File: src/sync_packet_deframer_fletcher_check_top_defines.svh
// Assertion macros shared by the deframer RTL.
`ifndef SYNC_PACKET_DEFRAMER_FLETCHER_CHECK_TOP_DEFINES_SVH
`define SYNC_PACKET_DEFRAMER_FLETCHER_CHECK_TOP_DEFINES_SVH

`ifndef NO_ASSERTIONS

// When the antecedent holds, the consequent must hold in the same cycle.
`define SPDFC_ASSERT_SAME(label, clk, rst, ante, cons) \
   label: assert property (@(posedge clk) disable iff (rst) (ante) |-> (cons)) \
      else $error("assertion failed: label");

// When the antecedent holds, the consequent must hold in the next cycle.
`define SPDFC_ASSERT_NEXT(label, clk, rst, ante, cons) \
   label: assert property (@(posedge clk) disable iff (rst) (ante) |=> (cons)) \
      else $error("assertion failed: label");

`else

`define SPDFC_ASSERT_SAME(label, clk, rst, ante, cons)
`define SPDFC_ASSERT_NEXT(label, clk, rst, ante, cons)

`endif

`endif

File: src/spdfc_pkg.sv
// Constants and codes for the sync packet deframer with Fletcher check.
package spdfc_pkg;

   localparam int unsigned BYTE_W = 8;
   localparam int unsigned PHASE_W = 3;
   localparam int unsigned CSR_ADDR_W = 3;
   localparam int unsigned CSR_DATA_W = 32;

   localparam logic [BYTE_W-1:0] SYNC_FIRST = 8'h75;
   localparam logic [BYTE_W-1:0] SYNC_SECOND = 8'h65;
   localparam logic [BYTE_W-1:0] DESC_RESET = 8'h80;

   // Parser phases.
   localparam logic [PHASE_W-1:0] PH_HUNT_U = 3'd0;
   localparam logic [PHASE_W-1:0] PH_HUNT_E = 3'd1;
   localparam logic [PHASE_W-1:0] PH_DESC = 3'd2;
   localparam logic [PHASE_W-1:0] PH_LEN = 3'd3;
   localparam logic [PHASE_W-1:0] PH_PAYLOAD = 3'd4;
   localparam logic [PHASE_W-1:0] PH_CHK_HI = 3'd5;
   localparam logic [PHASE_W-1:0] PH_CHK_LO = 3'd6;

   // Result kinds.
   localparam logic KIND_PAYLOAD = 1'b0;
   localparam logic KIND_FRAME_END = 1'b1;

   // Register word index of expected_descriptor.
   localparam logic REG_EXPECTED_DESC = 1'b0;

   typedef struct packed {
      logic                kind;
      logic [BYTE_W-1:0]   data;
      logic [BYTE_W-1:0]   index;
      logic [BYTE_W-1:0]   length;
      logic                check_ok;
      logic                last;
   } result_type;

endpackage

File: src/sync_packet_deframer_fletcher_check_top.sv
// Sync packet deframer: sync hunt, descriptor match, payload forward, Fletcher check.
//
//   Channel | Direction | Handshake            | Payload
//   req     | in        | req_valid/req_stall  | req_rx_byte
//   rsp     | out       | rsp_valid/rsp_stall  | rsp_out_kind .. rsp_frame_last
//   csr     | in/out    | APB, pready always 1 | expected_descriptor at address 0
//
// One byte per cycle while the output is not stalled: a byte is held in the input register,
// is parsed by the phase logic and its result (if any) lands in the output register when
// the input register moves on.
// Reset is synchronous and active high; it returns the parser to the sync hunt.
// A stalled output holds the input register; a third byte then sees req_stall.
`include "sync_packet_deframer_fletcher_check_top_defines.svh"

module sync_packet_deframer_fletcher_check_top
   import spdfc_pkg::*;
(
   input  logic                  clock,
   input  logic                  reset,

   input  logic                  req_valid,
   output logic                  req_stall,
   input  logic [BYTE_W-1:0]     req_rx_byte,

   output logic                  rsp_valid,
   input  logic                  rsp_stall,
   output logic                  rsp_out_kind,
   output logic [BYTE_W-1:0]     rsp_out_byte,
   output logic [BYTE_W-1:0]     rsp_out_index,
   output logic [BYTE_W-1:0]     rsp_payload_length,
   output logic                  rsp_checksum_ok,
   output logic                  rsp_frame_last,

   input  logic                  psel,
   input  logic                  penable,
   input  logic                  pwrite,
   input  logic [CSR_ADDR_W-1:0] paddr,
   input  logic [CSR_DATA_W-1:0] pwdata,
   output logic [CSR_DATA_W-1:0] prdata,
   output logic                  pready
);

   logic [BYTE_W-1:0]  desc_ff;

   logic               in_valid_ff, in_valid_in;
   logic [BYTE_W-1:0]  in_byte_ff;

   logic [PHASE_W-1:0] phase_ff, phase_in;
   logic [BYTE_W-1:0]  sum1_ff, sum1_in;
   logic [BYTE_W-1:0]  sum2_ff, sum2_in;
   logic [BYTE_W-1:0]  len_ff, len_in;
   logic [BYTE_W-1:0]  seen_ff, seen_in;
   logic [BYTE_W-1:0]  chk_hi_ff, chk_hi_in;

   logic               out_valid_ff, out_valid_in;
   result_type         out_ff, out_in;

   logic               advance;
   logic               work;
   logic               produce;
   logic [BYTE_W-1:0]  add1;
   logic [BYTE_W-1:0]  seen_next;
   result_type         result;

   // The input register moves on when the output register is free or being emptied.
   assign advance   = !out_valid_ff || !rsp_stall;
   assign work      = in_valid_ff && advance;
   assign req_stall = in_valid_ff && !advance;

   assign add1      = sum1_ff + in_byte_ff;
   assign seen_next = seen_ff + 8'd1;

   always_comb begin
      phase_in  = phase_ff;
      sum1_in   = sum1_ff;
      sum2_in   = sum2_ff;
      len_in    = len_ff;
      seen_in   = seen_ff;
      chk_hi_in = chk_hi_ff;
      produce   = 1'b0;
      result    = '0;
      result.length = len_ff;
      unique case (phase_ff)
         PH_HUNT_E: begin
            if (in_byte_ff == SYNC_SECOND) begin
               sum1_in  = add1;
               sum2_in  = sum2_ff + add1;
               phase_in = PH_DESC;
            end else begin
               phase_in = PH_HUNT_U;
            end
         end
         PH_DESC: begin
            if (in_byte_ff == desc_ff) begin
               sum1_in  = add1;
               sum2_in  = sum2_ff + add1;
               phase_in = PH_LEN;
            end else begin
               phase_in = PH_HUNT_U;
            end
         end
         PH_LEN: begin
            sum1_in  = add1;
            sum2_in  = sum2_ff + add1;
            len_in   = in_byte_ff;
            seen_in  = '0;
            phase_in = (in_byte_ff == '0) ? PH_CHK_HI : PH_PAYLOAD;
         end
         PH_PAYLOAD: begin
            sum1_in      = add1;
            sum2_in      = sum2_ff + add1;
            produce      = 1'b1;
            result.kind  = KIND_PAYLOAD;
            result.data  = in_byte_ff;
            result.index = seen_ff;
            seen_in      = seen_next;
            if (seen_next == len_ff) begin
               phase_in = PH_CHK_HI;
            end
         end
         PH_CHK_HI: begin
            chk_hi_in = in_byte_ff;
            phase_in  = PH_CHK_LO;
         end
         PH_CHK_LO: begin
            produce         = 1'b1;
            result.kind     = KIND_FRAME_END;
            result.check_ok = (chk_hi_ff == sum1_ff) && (in_byte_ff == sum2_ff);
            result.last     = 1'b1;
            phase_in        = PH_HUNT_U;
         end
         default: begin
            // Hunting for the first sync byte; unused codes land here too.
            if (in_byte_ff == SYNC_FIRST) begin
               sum1_in  = SYNC_FIRST;
               sum2_in  = SYNC_FIRST;
               phase_in = PH_HUNT_E;
            end else begin
               phase_in = PH_HUNT_U;
            end
         end
      endcase
   end

   always_comb begin
      in_valid_in  = in_valid_ff;
      out_valid_in = out_valid_ff;
      out_in       = out_ff;
      // An empty input register takes a transfer even while the output is stalled.
      if (!req_stall) begin
         in_valid_in = req_valid;
      end
      if (advance) begin
         out_valid_in = work && produce;
         if (work && produce) begin
            out_in = result;
         end
      end
   end

   always_ff @(posedge clock) begin
      if (reset) begin
         in_valid_ff  <= 1'b0;
         out_valid_ff <= 1'b0;
         phase_ff     <= PH_HUNT_U;
         sum1_ff      <= '0;
         sum2_ff      <= '0;
         len_ff       <= '0;
         seen_ff      <= '0;
         chk_hi_ff    <= '0;
         desc_ff      <= DESC_RESET;
      end else begin
         in_valid_ff  <= in_valid_in;
         out_valid_ff <= out_valid_in;
         if (work) begin
            phase_ff  <= phase_in;
            sum1_ff   <= sum1_in;
            sum2_ff   <= sum2_in;
            len_ff    <= len_in;
            seen_ff   <= seen_in;
            chk_hi_ff <= chk_hi_in;
         end
         if (psel && penable && pwrite && (paddr[2] == REG_EXPECTED_DESC)) begin
            desc_ff <= pwdata[BYTE_W-1:0];
         end
      end
   end

   always_ff @(posedge clock) begin
      if (!req_stall) begin
         in_byte_ff <= req_rx_byte;
      end
      out_ff <= out_in;
   end

   assign rsp_valid          = out_valid_ff;
   assign rsp_out_kind       = out_ff.kind;
   assign rsp_out_byte       = out_ff.data;
   assign rsp_out_index      = out_ff.index;
   assign rsp_payload_length = out_ff.length;
   assign rsp_checksum_ok    = out_ff.check_ok;
   assign rsp_frame_last     = out_ff.last;

   assign pready = 1'b1;
   assign prdata = (paddr[2] == REG_EXPECTED_DESC)
                   ? {{(CSR_DATA_W-BYTE_W){1'b0}}, desc_ff} : '0;

   `SPDFC_ASSERT_SAME(a_end_fields, clock, reset, out_valid_ff && out_ff.last,
      (out_ff.kind == KIND_FRAME_END) && (out_ff.data == '0) && (out_ff.index == '0))
   `SPDFC_ASSERT_SAME(a_index_in_range, clock, reset,
      out_valid_ff && (out_ff.kind == KIND_PAYLOAD), out_ff.index < out_ff.length)
   `SPDFC_ASSERT_SAME(a_seen_below_len, clock, reset, phase_ff == PH_PAYLOAD,
      seen_ff < len_ff)
   `SPDFC_ASSERT_NEXT(a_held_byte_kept, clock, reset, in_valid_ff && !advance,
      in_valid_ff && $stable(in_byte_ff))

endmodule
File: config.mk
export PLATFORM = sky130hd
export DESIGN_NAME = sync_packet_deframer_fletcher_check_top
export DESIGN_NICKNAME = d
export VERILOG_FILES = /design/src/spdfc_pkg.sv /design/src/sync_packet_deframer_fletcher_check_top.sv
export VERILOG_INCLUDE_DIRS = /design/src /design/src/src
export SDC_FILE = /design/constraint.sdc
export NUM_CORES = 1
export LEC_CHECK = 0
export BUFFER_PORTS_ARGS = -buffer_cell sky130_fd_sc_hd__buf_2
export CAP_MARGIN = 40
export CELL_PAD_IN_SITES_DETAIL_PLACEMENT = 0
export CELL_PAD_IN_SITES_GLOBAL_PLACEMENT = 1
export CORE_MARGIN = 10
export CORE_UTILIZATION = 40
export DETAILED_ROUTE_END_ITERATION = 8
export GPL_TIMING_DRIVEN = 0
export PLACE_DENSITY = 0.86
export SYNTH_ARGS = -nofsm -noshare
export SYNTH_HDL_FRONTEND = slang
export SYNTH_SLANG_ARGS = --single-unit
File: constraint.sdc
create_clock -name clock -period 7.4 [get_ports clock]
set_clock_uncertainty 0.15 [all_clocks]
set_input_delay 0 -clock clock [delete_from_list [all_inputs] [get_ports clock]]
set_output_delay 0 -clock clock [all_outputs]
set_load 0.01 [all_outputs]
Yosys cells after proc, flatten, opt, wreduce, memory -nomap -nowiden
Index checks and enable logic that the tools add are counted.

Bits in registers: 88. Logic and storage cells: 77.

Add/sub/neg operators: 3. Eq/ne operators: 15. Mux-type cells: 18. Bitwise gates (word level): 2. Reductions and logical operators: 23.

Operators by type and width (count): $pmux 8 s4 (2); $mux 8 (6); $eq 8x8->1 (4); $pmux 3 s6 (1); $add 8x8->8 (2); $eq 8x7->1 const B (2); $pmux 8 s2 (1); $reduce_and 2->1 (5); $eq 3x3->1 const B (3); $add 8x1->8 const B (1); $logic_not 8->1 (1); $logic_and 1x1->1 (7); $eq 3x2->1 const B (2); $ne 2x2->1 const B (3); $reduce_or 2->1 (3); $mux 1 (5); $reduce_and 5->1 (1); $mux 2 (2); $reduce_bool 4->1 (1); $eq 3x1->1 const B (1); $logic_not 1->1 (3); $mux 3 (1); $not 1->1 (2); $reduce_bool 2->1 (1); $logic_or 1x1->1 (1).

Longest topological paths before layout
Word-level depth: 5. Mapped depth: 15. Gate-level depth less buffers: 15.

Worst setup path after synthesis
No wires, ideal clock.

Path type: register to register. Start: reg in_byte_ff[0]. End: reg sum2_ff[7]. Setup time: 0.082 ns. Data arrival time: 2.839 ns. Setup slack: 4.329 ns. Stages on the path, launching flop included: 16. Path buffers: 0. Cells stage by stage: edfxtp_1 -> ha_1 -> fa_1 -> a21o_1 -> a21oi_1 -> o21ai_1 -> a21oi_1 -> xor2_1 -> inv_1 -> ha_1 -> nor2_1 -> nor2_1 -> o41ai_4 -> a211oi_1 -> mux2i_1 -> o2111ai_1.

Word-level cells in the longest chain between the ends: 4.

Ends and longest elaborated chain: from (decl) (RTL line sync_packet_deframer_fletcher_check_top.sv:46) `logic [BYTE_W-1:0] in_byte_ff;`; from (signal assigned) (RTL line sync_packet_deframer_fletcher_check_top.sv:191) `in_byte_ff <= req_rx_byte;`; $add 8x8->8 (RTL line sync_packet_deframer_fletcher_check_top.sv:70) `assign add1 = sum1_ff + in_byte_ff;`; $add 8x8->8; $mux 8, on equally long branches (RTL line sync_packet_deframer_fletcher_check_top.sv:94, sync_packet_deframer_fletcher_check_top.sv:85); $pmux 8 s4 (RTL line sync_packet_deframer_fletcher_check_top.sv:83) `unique case (phase_ff)`; to (signal assigned) (RTL line sync_packet_deframer_fletcher_check_top.sv:178) `sum2_ff <= sum2_in;`; to (decl) (RTL line sync_packet_deframer_fletcher_check_top.sv:50) `logic [BYTE_W-1:0] sum2_ff, sum2_in;`.

Parallel ways exist; a longest one is shown, timed or not. The select of a mux whose other input is x is not followed. A chain may end at the register's enable or synchronous reset.

Worst setup path in the final report
Ends and elaborated chain as after synthesis.

==> results.yml <==
run_status:
  status: "finished, final reports clean"
setup_path:
  slowest_stage: "edfxtp_1"
  r2r_setup_slack_ns: 3.83
  timing.rr.end: "sum2_ff[7]"
  worstSetupPathType: "flip-flop to flip-flop"
  end_kind: "flip-flop"
  required_ns: 7.50
  cp_slowest_stage_delay_ns: 0.43
  cp_max_fo: 4
  start_kind: "flip-flop"
  reg2reg_from: "in_byte_ff[0]"
  worst-r2r-cell-count: 15
  arrival_ns: 3.68
  worstPathCellList: "ha_1 > fa_1 > a21o_1 > a21oi_1 > o21ai_1 > a21oi_1 > xor2_1 > inv_1 > ha_1 > nor2_1 > nor2_1 > o41ai_4 > a211oi_1 > mux2i_1 > o2111ai_1"
layout:
  diodes: 0
  multi_input_area_sq_mm: 0.00248
  drive_gt1_share_pct: 25.2
  ff_latch_area_sq_mm: 0.00208
  postLayoutCellArea_sq_mm: 0.00596
  nFillCells: 1077
  layout.nets: 667
  synthToLayoutAreaGrowth_pct: 22.5
floorplan:
  ios: 112
  start_util_pct: 40.7
  die_w_microns: 130
  num_rows: 40
  core_area_sq_mm: 0.0120
  die_y_microns: 130
  die-area_sq_mm: 0.0170
logic_synthesis:
  synth_top_family_by_area: "simple AND/OR/NAND/NOR gates"
  synth_area_leaders: "dfxtp_1 22%, edfxtp_1 21%, xor2_1 5.0%, buf_4 4.3%, ha_1 4.1%"
  syn_avg_cell_area_sq_um: 10.0
  yosysTopAreaCell: "dfxtp_1"
  ys_ff_latch: 87
  synth_edf_count: 34
  synth-xor-area-share_pct: 8.09
  ys_seq_area_share_pct: 42.7
  synth_cell_type_count: 65
  async_reset_ff_share_pct: 0
  synth_top_area_share_pct: 21.8
  synth.most_common_cell: "dfxtp_1"
  synthAdderAreaFrac_pct: 4.93
  synth_compound_area_share_pct: 13.1
  ys.warnings.count: 0
  syn_inst: 486
  synth_top_cells_by_count: "53 x dfxtp_1, 46 x nor2_1, 34 x edfxtp_1"
  synth-simple-area-share_pct: 19.1
  synth_mux_area_share_pct: 3.70
  synth_flop_cell: "dfxtp_1"
  syn_area_sq_mm: 0.00487
min_path:
  min_path_type: "input port to flip-flop"
  holdPathStages: 4
  hold_end: "desc_ff[7]"
  hp-start: "pwrite"
sta:
  max_freq_mhz: 280
  final-hold-violation-count: 0
  min_period_over_period_pct: 48.3
  tightest_slew_ns: 0.738
  slew_headroom_pct: 50.8
  min_period_ns: 3.57
  setup_tns_ns: 0
  setup_violations: 0
  rsz0062_at_grt: "no"
  slew_violations: 0
global_route:
  track_usage_pct: 15.1
  antenna_found_initial: 0
  grt_max_degree: 17
  first_global_vias: 3871
  grt_pass1_wl_mm: 19.9
  overflow: 0
clock_tree:
  htreeDepth: 3
  cts_setup_buffers: 0
  postCtsResizedCells: 0
  clock_latency_ns: 0.34
  root_buffer: "clkbuf_16"
  clkSlewWorstSetupHoldPaths_ns: 0.07
  cts.sinks: 87
  cts_tree: "done"
  clock_path_buffers: 2
  cts_buffers: 9
pwr:
  vdd_drop_max_uv: 106
  power.density_mw_per_mm2: 179
  leakagePower_nw: 2.65
  power.total_w: 0.00107
place:
  numPortBuffers: 59
  dp_hpwl_mm: 9.07
  gp_congestion: 0.887
  placedInstanceArea_sq_mm: 0.00546
detailed_routing:
  routedWlPerCell_microns: 16.5
  vias: 3830
  dr.pass1.iters: 5
  drt_iter0_markers: 300
  viasPerCell: 5.10
  final_antenna_net_count: 0
  wl_mm: 12.4
  post-route-drc-count: 0
flow_run:
  max_cap_viol_count: 0
final cells by class:
type	instances	share of cell area, %
Multi-Input combinational cell	358	41.6
Sequential cell	87	34.9
Timing Repair Buffer	79	8.29
Buffer	53	5.98
Clock buffer	10	4.20
Tap cell	147	3.08
Clock inverter	6	1.24
Inverter	11	0.692
logic make-up after synthesis:
logic type | Yosys count
muxes | 18
other | 2
and+or+nand+nor | 168
buffers and inverters | 64
xor gates and xnor gates | 45
adders and majority gates | 18
AOI/OAI and AO/OA | 84
DFF | 87
sequential cells by signal, summed over array words and instances (netlist names):
register	flops
rsp_out_byte	8
len_ff	8
rsp_payload_length	8
in_byte_ff	8
rsp_out_index	8
sum1_ff	8
seen_ff	8
rsp_checksum_ok	1
phase_ff	3
chk_hi_ff	8
desc_ff	8
in_valid_ff	1
rsp_valid	1
sum2_ff	8
rsp_frame_last	1
how the worst max path moves through the flow:
stage	start	end	slack, ns	cells past startpoint
after floorplan	in_byte_ff[0]	sum2_ff[7]	4.33	15
after CTS	in_byte_ff[0]	sum2_ff[7]	3.84	15
after global routing	in_byte_ff[0]	sum2_ff[7]	3.59	15
after detailed placement	in_byte_ff[0]	sum2_ff[7]	3.87	15
after global placement	phase_ff[2]	rsp_frame_last	3.52	2
final	in_byte_ff[0]	sum2_ff[7]	3.83	15
timing repair:
action	4_1_cts	5_1_grt
hold buffers	18	0
hold endpoints to repair	18	0
setup endpoints to repair	0	0
power by group:
group / switching (W) / internal, W / leakage, nW
Clock: 0.000197 / 0.000286 / 0.159
Combinational: 0.0000448 / 0.0000356 / 1.69
Sequential: 0.00000321 / 0.000498 / 0.794
routing by layer:
metal  vias up  track usage [%]  share of wire, %  wire length (microns)
met2       141             24.4                46                   5730
met1      1793             19.1                45                   5580
met5         -                0                 0                      0
met4         0             4.58               1.4                    168
met3        11             4.34               7.4                    912
li1       1885                -                 -                      -
placed cells by master (no fill, tap or decap), drive strengths merged, types with 19 or more instances in the layout:
| cell | netlist | final |
|---|---|---|
| and2 | 20 | 20 |
| buf | 44 | 105 |
| conb | 2 | 25 |
| a21oi | 33 | 33 |
| clkbuf | 9 | 19 |
| xor2 | 28 | 28 |
| edfxtp | 34 | 34 |
| dfxtp | 53 | 53 |
| nor2 | 51 | 51 |
| nand2 | 28 | 28 |
worst max-delay path, delay by kind of cell, from the launching register on:
kind | cells | cell delay [ns]
AND/OR/NAND/NOR | 2 | 0.21
AO/OA/AOI/OAI | 7 | 1.17
multiplexers | 1 | 0.11
adder cells (fa/ha/maj) | 3 | 1.01
buffers and inverters | 1 | 0.09
flip-flops | 1 | 0.43
XOR/XNOR | 1 | 0.33
per-stage QoR:
stage               utilization, %  worst slack [ns]  instances  hold slack, ns
floorplan                        -              4.33        509          -0.104
global placement              45.4              3.52        715          0.0293
detailed placement            45.6              3.87        717          0.0315
CTS                           49.9              3.84        751          0.0741
global route                  49.9              3.59        751           0.128
finish                        49.9              3.83        751          0.0708
Note: power is estimated with default switching activity, not from simulation.
